## config.mk

```make
export PLATFORM = sky130hd
export DESIGN_NAME = word_substring_counter
export DESIGN_NICKNAME = d
export VERILOG_FILES = /design/src/hdl/wsc_pkg.sv /design/src/hdl/wsc_front.sv /design/src/hdl/wsc_queue.sv /design/src/hdl/wsc_back.sv /design/src/hdl/word_substring_counter.sv
export SDC_FILE = /design/constraint.sdc
export NUM_CORES = 1
export LEC_CHECK = 0
export BUFFER_PORTS_ARGS = -buffer_cell sky130_fd_sc_hd__buf_2
export CAP_MARGIN = 10
export CORE_MARGIN = 2
export CORE_UTILIZATION = 55
export CTS_CLUSTER_SIZE = 8
export DETAILED_ROUTE_END_ITERATION = 6
export GPL_TIMING_DRIVEN = 1
export MAX_ROUTING_LAYER = met4
export PLACE_DENSITY = 0.85
export SLEW_MARGIN = 20
export SYNTH_ARGS = -nofsm -noshare
export SYNTH_HDL_FRONTEND = slang
export SYNTH_HIERARCHICAL = 1
export SYNTH_SLANG_ARGS = --single-unit
```

## constraint.sdc

```tcl
create_clock -name clk -period 12.4 [get_ports clk]
set_input_delay 1.86 -clock clk [delete_from_list [all_inputs] [get_ports clk]]
set_output_delay 1.86 -clock clk [all_outputs]
set_load 0.01 [all_outputs]
```

## src/hdl/wsc_pkg.sv

```systemverilog
// shared types, constants and byte helpers for the word substring counter
package wsc_pkg;

  localparam int MAX_PATTERN = 8;
  localparam int COUNT_WIDTH = 32;
  localparam int LEN_W       = $clog2(MAX_PATTERN + 1);
  localparam int POS_W       = $clog2(MAX_PATTERN);
  localparam int QUEUE_DEPTH = 2;
  localparam int QPTR_W      = $clog2(QUEUE_DEPTH);
  localparam int QCNT_W      = $clog2(QUEUE_DEPTH + 1);

  // ascii codes used by the classifier
  localparam logic [7:0] CHAR_LOWER_A = 8'h61;
  localparam logic [7:0] CHAR_LOWER_Z = 8'h7a;
  localparam logic [7:0] CASE_OFFSET  = 8'h20;
  localparam logic [7:0] CHAR_SPACE   = 8'h20;
  localparam logic [7:0] CHAR_TAB     = 8'h09;
  localparam logic [7:0] CHAR_CR      = 8'h0d;

  // configuration register indexes
  typedef enum logic [1:0] {
    REG_PATTERN     = 2'd0,
    REG_PATTERN_LEN = 2'd1,
    REG_IGNORE_CASE = 2'd2
  } reg_index_t;

  typedef struct packed {
    logic [8*MAX_PATTERN-1:0] pattern;
    logic [LEN_W-1:0]         pattern_len;
    logic                     ignore_case;
  } wsc_cfg_t;

  // classified byte handed from the front to the back
  typedef struct packed {
    logic is_char;
    logic hit;
    logic last;
  } wsc_item_t;

  function automatic logic [7:0] fold_byte(input logic [7:0] b, input logic ic);
    logic [7:0] r;
    r = b;
    if (ic && b >= CHAR_LOWER_A && b <= CHAR_LOWER_Z) r = b - CASE_OFFSET;
    return r;
  endfunction

  function automatic logic is_space(input logic [7:0] b);
    return (b == CHAR_SPACE) || (b >= CHAR_TAB && b <= CHAR_CR);
  endfunction

endpackage

```

## src/hdl/wsc_front.sv

```systemverilog
// front end: folds each byte, keeps the word window and flags pattern hits
module wsc_front (
  input  logic              clk,
  input  logic              rst,
  input  logic              accept,
  input  logic [7:0]        text_byte,
  input  logic              last,
  input  wsc_pkg::wsc_cfg_t cfg,
  output wsc_pkg::wsc_item_t item
);

  logic [7:0]                 recent [wsc_pkg::MAX_PATTERN-1];
  logic [wsc_pkg::LEN_W-1:0]  chars_in_word;
  logic [wsc_pkg::LEN_W-1:0]  chars_next;
  logic [wsc_pkg::LEN_W-1:0]  len_c;
  logic [7:0]                 cur;
  logic [7:0]                 win [wsc_pkg::MAX_PATTERN];
  logic                       space;
  logic                       match;
  logic                       hit;

  // window compare against the pattern, newest byte against the last pattern byte
  always_comb begin
    logic [wsc_pkg::POS_W-1:0] pos;
    logic [7:0]                pbyte;
    cur   = wsc_pkg::fold_byte(text_byte, cfg.ignore_case);
    space = wsc_pkg::is_space(text_byte);
    len_c = (cfg.pattern_len > wsc_pkg::LEN_W'(wsc_pkg::MAX_PATTERN)) ?
            wsc_pkg::LEN_W'(wsc_pkg::MAX_PATTERN) : cfg.pattern_len;
    chars_next = (chars_in_word < wsc_pkg::LEN_W'(wsc_pkg::MAX_PATTERN)) ?
                 chars_in_word + wsc_pkg::LEN_W'(1) : chars_in_word;
    win[0] = cur;
    for (int k = 1; k < wsc_pkg::MAX_PATTERN; k++) win[k] = recent[k-1];
    match = 1'b1;
    pos   = '0;
    pbyte = '0;
    for (int k = 0; k < wsc_pkg::MAX_PATTERN; k++) begin
      if (wsc_pkg::LEN_W'(k) < len_c) begin
        pos   = wsc_pkg::POS_W'(len_c - wsc_pkg::LEN_W'(k) - wsc_pkg::LEN_W'(1));
        pbyte = wsc_pkg::fold_byte(cfg.pattern[8*pos +: 8], cfg.ignore_case);
        if (pbyte != win[k]) match = 1'b0;
      end
    end
    hit = (len_c == '0) || ((chars_next >= len_c) && match);
  end

  assign item.is_char = !space;
  assign item.hit     = !space && hit;
  assign item.last    = last;

  // word length tracking, cleared on whitespace and at end of stream
  always_ff @(posedge clk) begin
    if (rst) begin
      chars_in_word <= '0;
    end else if (accept) begin
      if (space || last) chars_in_word <= '0;
      else chars_in_word <= chars_next;
    end
  end

  // history of folded bytes, only read within the open word
  always_ff @(posedge clk) begin
    if (accept && !space) begin
      recent[0] <= cur;
      for (int k = 1; k < wsc_pkg::MAX_PATTERN - 1; k++) recent[k] <= recent[k-1];
    end
  end

endmodule

```

## src/hdl/wsc_queue.sv

```systemverilog
// short queue of classified bytes between front and back
module wsc_queue (
  input  logic               clk,
  input  logic               rst,
  input  logic               push,
  input  wsc_pkg::wsc_item_t push_item,
  output logic               full,
  input  logic               pop,
  output logic               valid,
  output wsc_pkg::wsc_item_t pop_item
);

  wsc_pkg::wsc_item_t         mem [wsc_pkg::QUEUE_DEPTH];
  logic [wsc_pkg::QPTR_W-1:0] wr_ptr;
  logic [wsc_pkg::QPTR_W-1:0] rd_ptr;
  logic [wsc_pkg::QCNT_W-1:0] count;

  assign full     = (count == wsc_pkg::QCNT_W'(wsc_pkg::QUEUE_DEPTH));
  assign valid    = (count != '0);
  assign pop_item = mem[rd_ptr];

  // pointers and fill count
  always_ff @(posedge clk) begin
    if (rst) begin
      wr_ptr <= '0;
      rd_ptr <= '0;
      count  <= '0;
    end else begin
      if (push) wr_ptr <= wr_ptr + wsc_pkg::QPTR_W'(1);
      if (pop)  rd_ptr <= rd_ptr + wsc_pkg::QPTR_W'(1);
      if (push && !pop) count <= count + wsc_pkg::QCNT_W'(1);
      else if (pop && !push) count <= count - wsc_pkg::QCNT_W'(1);
    end
  end

  // entry storage
  always_ff @(posedge clk) begin
    if (push) mem[wr_ptr] <= push_item;
  end

endmodule

```

## src/hdl/wsc_back.sv

```systemverilog
// back end: closes words, keeps the saturating count and drives the result word
module wsc_back (
  input  logic               clk,
  input  logic               rst,
  input  logic               q_valid,
  input  wsc_pkg::wsc_item_t q_item,
  output logic               q_pop,
  input  logic               len_zero,
  output logic               out_valid,
  input  logic               out_ready,
  output logic [wsc_pkg::COUNT_WIDTH-1:0] out_count,
  output logic               out_last
);

  logic                            word_open;
  logic                            word_hit;
  logic [wsc_pkg::COUNT_WIDTH-1:0] total;
  logic                            open_after;
  logic                            hit_after;
  logic                            closing;
  logic [wsc_pkg::COUNT_WIDTH-1:0] total_next;

  assign q_pop = q_valid && (!out_valid || out_ready);

  // word close and saturating increment
  always_comb begin
    open_after = word_open || q_item.is_char;
    hit_after  = word_hit || q_item.hit;
    closing    = !q_item.is_char || q_item.last;
    total_next = total;
    if (closing && open_after && (hit_after || len_zero) && (total != '1))
      total_next = total + wsc_pkg::COUNT_WIDTH'(1);
  end

  // word state and running count
  always_ff @(posedge clk) begin
    if (rst) begin
      word_open <= 1'b0;
      word_hit  <= 1'b0;
      total     <= '0;
    end else if (q_pop) begin
      if (closing) begin
        word_open <= 1'b0;
        word_hit  <= 1'b0;
      end else begin
        word_open <= open_after;
        word_hit  <= hit_after;
      end
      total <= q_item.last ? '0 : total_next;
    end
  end

  // output register
  always_ff @(posedge clk) begin
    if (rst) begin
      out_valid <= 1'b0;
    end else if (q_pop) begin
      out_valid <= 1'b1;
    end else if (out_ready) begin
      out_valid <= 1'b0;
    end
  end

  always_ff @(posedge clk) begin
    if (q_pop) begin
      out_count <= total_next;
      out_last  <= q_item.last;
    end
  end

endmodule

```

## src/hdl/word_substring_counter.sv

```systemverilog
// top level of the word substring counter: config registers, front, queue and back
// Takes one text byte per cycle and returns one result word per byte, holding the
// running count of words that contain the pattern; tlast on the result marks the
// final count, after which the count restarts at zero. Sustained rate is one byte
// per clock; a result passes through the two-entry queue and then the output
// register. Input stalls only when the queue is full because the result side
// is held off. Configuration is written through cfg_we/cfg_index/cfg_data and
// should change only while no byte is in flight.
module word_substring_counter (
  input  logic        clk,
  input  logic        rst,
  input  logic        s_axis_tvalid,
  output logic        s_axis_tready,
  input  logic [7:0]  s_axis_tdata,   // text_byte[7:0]
  input  logic        s_axis_tlast,   // last
  output logic        m_axis_tvalid,
  input  logic        m_axis_tready,
  output logic [31:0] m_axis_tdata,   // word_count[31:0]
  output logic        m_axis_tlast,   // done_res
  input  logic        cfg_we,
  input  logic [1:0]  cfg_index,
  input  logic [63:0] cfg_data
);

  wsc_pkg::wsc_cfg_t               cfg;
  wsc_pkg::wsc_item_t              front_item;
  wsc_pkg::wsc_item_t              q_item;
  logic                            s_accept;
  logic                            q_full;
  logic                            q_valid;
  logic                            q_pop;
  logic [wsc_pkg::COUNT_WIDTH-1:0] out_count;

  // configuration registers
  always_ff @(posedge clk) begin
    if (rst) begin
      cfg <= '0;
    end else if (cfg_we) begin
      case (cfg_index)
        wsc_pkg::REG_PATTERN:     cfg.pattern     <= cfg_data[8*wsc_pkg::MAX_PATTERN-1:0];
        wsc_pkg::REG_PATTERN_LEN: cfg.pattern_len <= cfg_data[wsc_pkg::LEN_W-1:0];
        wsc_pkg::REG_IGNORE_CASE: cfg.ignore_case <= cfg_data[0];
        default: ;
      endcase
    end
  end

  assign s_axis_tready = !q_full;
  assign s_accept      = s_axis_tvalid && s_axis_tready;

  wsc_front u_front (
    .clk       (clk),
    .rst       (rst),
    .accept    (s_accept),
    .text_byte (s_axis_tdata),
    .last      (s_axis_tlast),
    .cfg       (cfg),
    .item      (front_item)
  );

  wsc_queue u_queue (
    .clk       (clk),
    .rst       (rst),
    .push      (s_accept),
    .push_item (front_item),
    .full      (q_full),
    .pop       (q_pop),
    .valid     (q_valid),
    .pop_item  (q_item)
  );

  wsc_back u_back (
    .clk       (clk),
    .rst       (rst),
    .q_valid   (q_valid),
    .q_item    (q_item),
    .q_pop     (q_pop),
    .len_zero  (cfg.pattern_len == '0),
    .out_valid (m_axis_tvalid),
    .out_ready (m_axis_tready),
    .out_count (out_count),
    .out_last  (m_axis_tlast)
  );

  assign m_axis_tdata = 32'(out_count);

  // a queued word moves to the output whenever the output register is free
  a_drain: assert property (@(posedge clk) disable iff (rst)
    q_valid && (!m_axis_tvalid || m_axis_tready) |=> m_axis_tvalid)
    else $error("queued word not moved to output");

  // input is held off only while the queue holds words
  a_ready: assert property (@(posedge clk) disable iff (rst)
    !s_axis_tready |-> q_valid)
    else $error("input stalled with empty queue");

  // reset leaves the block empty and ready
  a_reset: assert property (@(posedge clk)
    rst |=> s_axis_tready && !m_axis_tvalid)
    else $error("block not empty after reset");

endmodule
```

==> results.md, run 1 <==
- Initial antenna violation count: 0
- Power density over the cells: 144 mW/mm^2
- Vias in the first global route: 10135
- Routability cong.: 0.993
- Ys Warns: 6
- DRC viols: 0
- Finish-stage setup viols: 0
- Crit path DAT: 5820 ps
- WP data required: 12790 ps
- Worst Path Max Fanout: 40
- Synth Net Count: 1342
- Mapped Avg Cell Area: 10.9 sq um
- Effective utilization at floorplan: 55.7%
- Vias per cell: 6.31
- Top_reg_cell synth: dfxtp_1
- Reg2Reg Launch Point: cfg[4]$_SDFFE_PP0P_
- Worst hold path startpoint: u_front/recent[2][1]$_DFFE_PP_
- Critical path class: reg -> reg
- Reg2Reg Capture Point: u_queue/mem[0][1]$_DFFE_PP_
- Startpoint class of the critical path: flip-flop
- Final worst slack: 6970 ps
- Crit path capture type: flip-flop
- Worst r2r path cells: 16
- Setup bufs post-CTS: 0
- Post-synthesis cell type count: 81
- Slew HR: 29.3%
- Sequential share of the synthesized area: 38.0%
- Clock root buffer: clkbuf_16
- Placed cells: 1612
- Final worst-path cycle share: 43.8%
- Die Area: 0.0258 sq mm
- Synth-to-Final Area Change: 11.1%
- First-pass DRT Iterations: 6
- Maxcap violations: 0
- # port buffers: 114
- Hold-fix buffers, CTS: 0
- Worst Skew: 14.3 ps
- Htree depth: 1
- Leak pwr: 0.00542 uW
- Min-Delay Endpoint: u_front/recent[3][1]$_DFFE_PP_
- Final min period: 5430 ps
- Routed len/inst: 21.2 microns
- Worst-margin pin slew: 1060 ps
- Max-slew violations: 0
- F_max: 0.184 GHz
- Hold depth: 0
- Total Routed Length: 35.2 mm
- Synth top area share: 21.2%
- Final count of hold timing violations: 0
- Antenna diodes: 0
- Synth area leader: edfxtp_1
- Chip height: 161 microns
- Most area-consuming cells after synthesis: edfxtp_1 (21%), dfxtp_1 (17%), mux4_2 (12%)
- Synth Cell Area: 0.0135 sq mm
- First-pass GRT wire length: 55.3 mm
- Worst setup path start: cfg[4]$_SDFFE_PP0P_
- CTS tree: yes
- #FFs+latches synth: 208
- Worst VDD drop: 0.0947 mV
- Non-Filler Instances: 1662
- Clock buffer depth: 3
- Clock Latency Late Sink: 560 ps
- Nets: 1422
- RSZ-0062 raised after global routing: no
- CTS Sinks: 208
- Share of cells above drive strength 1: 19.4%
- Reg clk slew, reported paths: 50 ps
- HP Class: reg -> reg
- Pre-CTS setup slack: 6950 ps
- Resized Gates After CTS: 0
- Post-synth EDFFs: 95
- Core Area: 0.0242 sq mm
- Initial drt markers: 1237
- Num ports: 115
- DR vias: 10488
- TritonCTS Buffers: 30
- R2r setup slk: 6970 ps
- Most common cell in the netlist: mux2i_1
- Status: finished clean
- Post-Route Setup TNS: 0 ps
- Total global routing overflow: 0
- Async SR Flop Fraction: 0%
- GRT Total Usage: 27.9%
- Cells after synthesis: 1240
- Die X: 161 microns
- Largest net degree at the start of global routing: 133
- Routed Antenna Nets: 0
- Synth cell count leaders: mux2i_1 (141), nand2b_1 (138), dfxtp_1 (113)
- Hpwl dp: 26.4 mm
- Row Count: 57
layout by cell type, fill, tap and decap left out, drive strengths merged, types with 49 or more instances in the layout:
cell and instances:
mux2i 141, nand2b 138, buf 125, dfxtp 113
edfxtp 95, mux4 70, nand2 64, xnor2 62
nor2 54, xor2 49, clkbuf 49
power breakdown:
part / switching (uW) / total, uW / internal, uW
logic: 285 / 466 / 181
clock network: 294 / 756 / 462
registers: 67.0 / 926 / 859
total: 647 / 2150 / 1500
worst max-delay path by stage:
stage | end | slack, ps | cells past startpoint
after CTS | u_queue/mem[0][1]$_DFFE_PP_ | 6930 | 16
after floorplan | u_queue/mem[0][1]$_DFFE_PP_ | 8000 | 16
final | u_queue/mem[0][1]$_DFFE_PP_ | 6970 | 16
after global placement | u_queue/mem[0][1]$_DFFE_PP_ | 7020 | 16
after detailed placement | u_queue/mem[0][1]$_DFFE_PP_ | 6950 | 16
after global routing | u_queue/mem[0][1]$_DFFE_PP_ | 6440 | 16
routing by layer:
layer,track usage [%],wire [microns],vias up
met5,-,0,-
met4,10.9,1400,0
met3,3.87,2510,85
met2,45.3,16900,490
met1,35.5,14400,5096
li1,-,-,4817
cell families (layout without fill, tap and decap cells):
logic type	Yosys count	after routing	share of synthesized area (%)
AND/OR/NAND/NOR	432	432	18.0
multiplexers	217	217	22.7
flip-flops	208	208	38.0
AO/OA/AOI/OAI	149	149	7.85
XOR/XNOR	111	111	7.27
buffers and inverters	101	199	4.19
adder cells (fa/ha/maj)	22	22	2.04
sequential cells by signal, summed over array words and instances, names as in the netlist, 2 cells and up, named ones only:
signal	cells
u_front/chars_in_word	4
cfg	69
u_queue/count	2
u_queue/mem	6
u_back/out_count	32
u_front/recent	56
u_back/total	32
area by class of cell:
type                            instances  area [sq um]
Inverter                               24          93.8
Tap cell                              324           405
Clock inverter                          1          30.0
Timing Repair Buffer                  125           656
Fill cell                            1907          9210
Clock buffer                           49           852
Multi-Input combinational cell        931          7820
Sequential cell                       208          5110
metrics by stage:
stage	hold slack, ps	area (sq um)	total power (uW)	util [%]
6_report	474	15000	2150	61.9
5_1_grt	484	15000	2240	61.9
4_1_cts	478	15000	2150	61.9
3_3_place_gp	455	14100	1380	58.3
3_5_place_dp	467	14100	1400	58.3
2_1_floorplan	448	13500	1240	-
worst max-delay path: stages, from the launching register on:
cell and delay [ps]:
dfxtp_1 430, nor2b_4 150, buf_4 520, inv_4 420
ha_1 380, ha_1 290, buf_4 350, xor2_2 550
mux4_2 630, xnor2_1 140, nor4_1 360, o211ai_1 170
o2bb2ai_1 180, nand3_1 120, nor4_1 240, nand2_1 70
a21oi_1 200
Power figures use the tool's default switching activity.
==> run 2, diff against run 1 <==
--- a/config.mk
+++ b/config.mk
@@ -13,7 +13,7 @@
 export DETAILED_ROUTE_END_ITERATION = 6
 export GPL_TIMING_DRIVEN = 1
 export MAX_ROUTING_LAYER = met4
-export PLACE_DENSITY = 0.85
+export PLACE_DENSITY = 0.88
 export SLEW_MARGIN = 20
 export SYNTH_ARGS = -nofsm -noshare
 export SYNTH_HDL_FRONTEND = slang
==> constraint.sdc (replaced) <==
create_clock -name clk -period 4.9 [get_ports clk]
set_input_delay 0.735 -clock clk [delete_from_list [all_inputs] [get_ports clk]]
set_output_delay 0.735 -clock clk [all_outputs]
set_load 0.01 [all_outputs]
==> run 2 against run 1 <==
  * Clock skew increased by 15 ps
  * First-iteration DRC count increased by 10%
  * Combinational power increased to 2.5 times the previous value
  * Largest cell class unchanged
==> results.md, run 2 (synthesis gave the netlist of run 1 again) <==
- Status: finished clean (unchanged)
- Power density over the cells: 360 mW/mm^2 (was 144 mW/mm^2)
- DRC viols: 0 (unchanged)
- Clock root buffer: clkbuf_16 (unchanged)
- Hpwl dp: 26.3 mm (was 26.4 mm)
- Pre-CTS setup slack: 474 ps (was 6950 ps)
- Worst-margin pin slew: 1080 ps (was 1060 ps)
- Crit path DAT: 4900 ps (was 5820 ps)
- HP Class: in -> reg (was reg -> reg)
- Critical Path Sink: u_queue/mem[1][1]$_DFFE_PP_ (was u_queue/mem[0][1]$_DFFE_PP_)
- Final worst-path cycle share: 92.0% (was 43.8%)
- Worst VDD drop: 0.308 mV (was 0.0947 mV)
- Share of cells above drive strength 1: 19.9% (was 19.4%)
- Post-Route Setup TNS: 0 ps (unchanged)
- Htree depth: 1 (unchanged)
- WP data required: 5300 ps (was 12790 ps)
- Die X: 161 microns (unchanged)
- CTS Sinks: 208 (unchanged)
- RSZ-0062 raised after global routing: no (unchanged)
- Met1 GRT Util: 37.3% (was 35.5%)
- TritonCTS Buffers: 30 (unchanged)
- Reg2Reg Launch Point: cfg[2]$_SDFFE_PP0P_ (was cfg[4]$_SDFFE_PP0P_)
- Chip height: 161 microns (unchanged)
- Vias in the first global route: 10158 (was 10135)
- R2r setup slk: 390 ps (was 6970 ps)
- Synth-to-Final Area Change: 11.5% (was 11.1%)
- Largest regs: cfg: 69 flops, u_front/recent: 56 flops (unchanged)
- Final min period: 4510 ps (was 5430 ps)
- Vias per cell: 6.35 (was 6.31)
- Crit path capture type: flip-flop (unchanged)
- Critical path class: reg -> reg (unchanged)
- Row Count: 57 (unchanged)
- Routed len/inst: 21.2 microns (about the same)
- Final count of hold timing violations: 0 (unchanged)
- Reg2Reg Capture Point: u_queue/mem[1][1]$_DFFE_PP_ (was u_queue/mem[0][1]$_DFFE_PP_)
- Worst Skew: 29.0 ps (was 14.3 ps)
- CTS tree: yes (unchanged)
- Met2 GRT Util: 43.5% (was 45.3%)
- Worst Path Max Fanout: 21 (was 40)
- Routability cong.: 1.09 (was 0.993)
- DR vias: 10621 (was 10488)
- GR peak layer: met2 (unchanged)
- Effective utilization at floorplan: 55.7% (unchanged)
- F_max: 0.222 GHz (was 0.184 GHz)
- Finish-stage setup viols: 0 (unchanged)
- Hold-fix buffers, CTS: 0 (unchanged)
- Final worst slack: 393 ps (was 6970 ps)
- Commonest cells after routing, fill and taps aside: mux2i_1 (141), nand2b_1 (138), dfxtp_1 (113), buf_2 (113), edfxtp_1 (95) (unchanged)
- Worst setup path start: cfg[2]$_SDFFE_PP0P_ (was cfg[4]$_SDFFE_PP0P_)
- Slew HR: 27.9% (was 29.3%)
- # port buffers: 114 (unchanged)
- Largest net degree at the start of global routing: 137 (was 133)
- Clock Latency Late Sink: 570 ps (was 560 ps)
- Setup bufs post-CTS: 0 (unchanged)
- Die Area: 0.0258 sq mm (unchanged)
- Worst r2r path cells: 12 (was 16)
- Routed Antenna Nets: 0 (unchanged)
- Nets: 1432 (was 1422)
- Startpoint class of the critical path: flip-flop (unchanged)
- First-pass DRT Iterations: 6 (unchanged)
- Num ports: 115 (unchanged)
- Initial antenna violation count: 0 (unchanged)
- Most common cell after layout, fill and taps aside: mux2i_1 (unchanged)
- Reg clk slew, reported paths: 50 ps (about the same)
- Resized Gates After CTS: 0 (unchanged)
- Top reg by flops: cfg (unchanged)
- Maxcap violations: 0 (unchanged)
- Core Area: 0.0242 sq mm (unchanged)
- Initial drt markers: 1365 (was 1237)
- Clock buffer depth: 3 (unchanged)
- Antenna diodes: 0 (unchanged)
- Total global routing overflow: 0 (unchanged)
- Leak pwr: 0.00545 uW (was 0.00542 uW)
- Largest register FFs: 69 (unchanged)
- Total Routed Length: 35.5 mm (was 35.2 mm)
- GRT Total Usage: 28.2% (was 27.9%)
- Max-slew violations: 0 (unchanged)
- Met3 Use GR: 4.05% (was 3.87%)
- First-pass GRT wire length: 56.3 mm (was 55.3 mm)
==> run 2: cell types whose count changed in the layout (fill, tap and decap cells not counted) <==
cell        previous run  this run
buf_4                 12        22
clkbuf_1              16        18
clkbuf_8               3         0
clkinv_2               1         2
clkinvlp_4             0         1
==> run 2: where the power goes <==
part           switching [uW]  total (uW)  internal, uW
Clock                     757        1890          1130
Sequential                163        2330          2170
Combinational             722        1180           458
==> run 2: worst min-delay path by stage <==
stage	from	to	slack, ps	cells past startpoint
floorplan	u_front/recent[0][5]$_DFFE_PP_	u_front/recent[1][5]$_DFFE_PP_	450	0
global placement	u_front/recent[1][2]$_DFFE_PP_	u_front/recent[2][2]$_DFFE_PP_	460	0
detailed placement	u_front/recent[4][7]$_DFFE_PP_	u_front/recent[5][7]$_DFFE_PP_	460	0
CTS	s_axis_tlast	u_queue/mem[1][0]$_DFFE_PP_	390	1
global route	s_axis_tlast	u_queue/mem[1][0]$_DFFE_PP_	400	1
finish	s_axis_tlast	u_queue/mem[0][0]$_DFFE_PP_	400	1
==> run 2: cell type report <==
type	instances	area (sq um)
Inverter	24	93.8
Tap cell	324	405
Multi-Input combinational cell	931	7820
Sequential cell	208	5110
Clock buffer	48	818
Timing Repair Buffer	135	731
Clock inverter	3	42.5
Fill cell	1845	9160
==> run 2: metrics by stage <==
step	std cells	power, uW	utilization (%)	hold WS [ps]	cell area, sq um
5_1_grt	1673	5650	62.1	403	15000
3_3_place_gp	1622	3490	58.6	462	14200
3_5_place_dp	1622	3530	58.6	461	14200
2_1_floorplan	1240	3130	-	448	13500
4_1_cts	1673	5420	62.1	387	15000
6_report	1673	5400	62.1	404	15000
==> run 2: per-layer routing <==
layer  part of all wire [%]  routed length (microns)
met3                    9.0                     3210
met2                     46                    16300
met1                     40                    14400
met4                    4.7                     1660
met5                      0                        0
==> run 2: worst max-delay path, stage by stage (launching register included) <==
cell      delay (ps)
dfxtp_1          540
nand2b_1         210
buf_4            270
ha_1             960
mux4_2           650
nor4bb_1         430
o21ai_1          130
a21oi_1          270
mux2i_1          240
nand3_1          120
nor4_2           200
nand2_1           80
a21oi_1          220
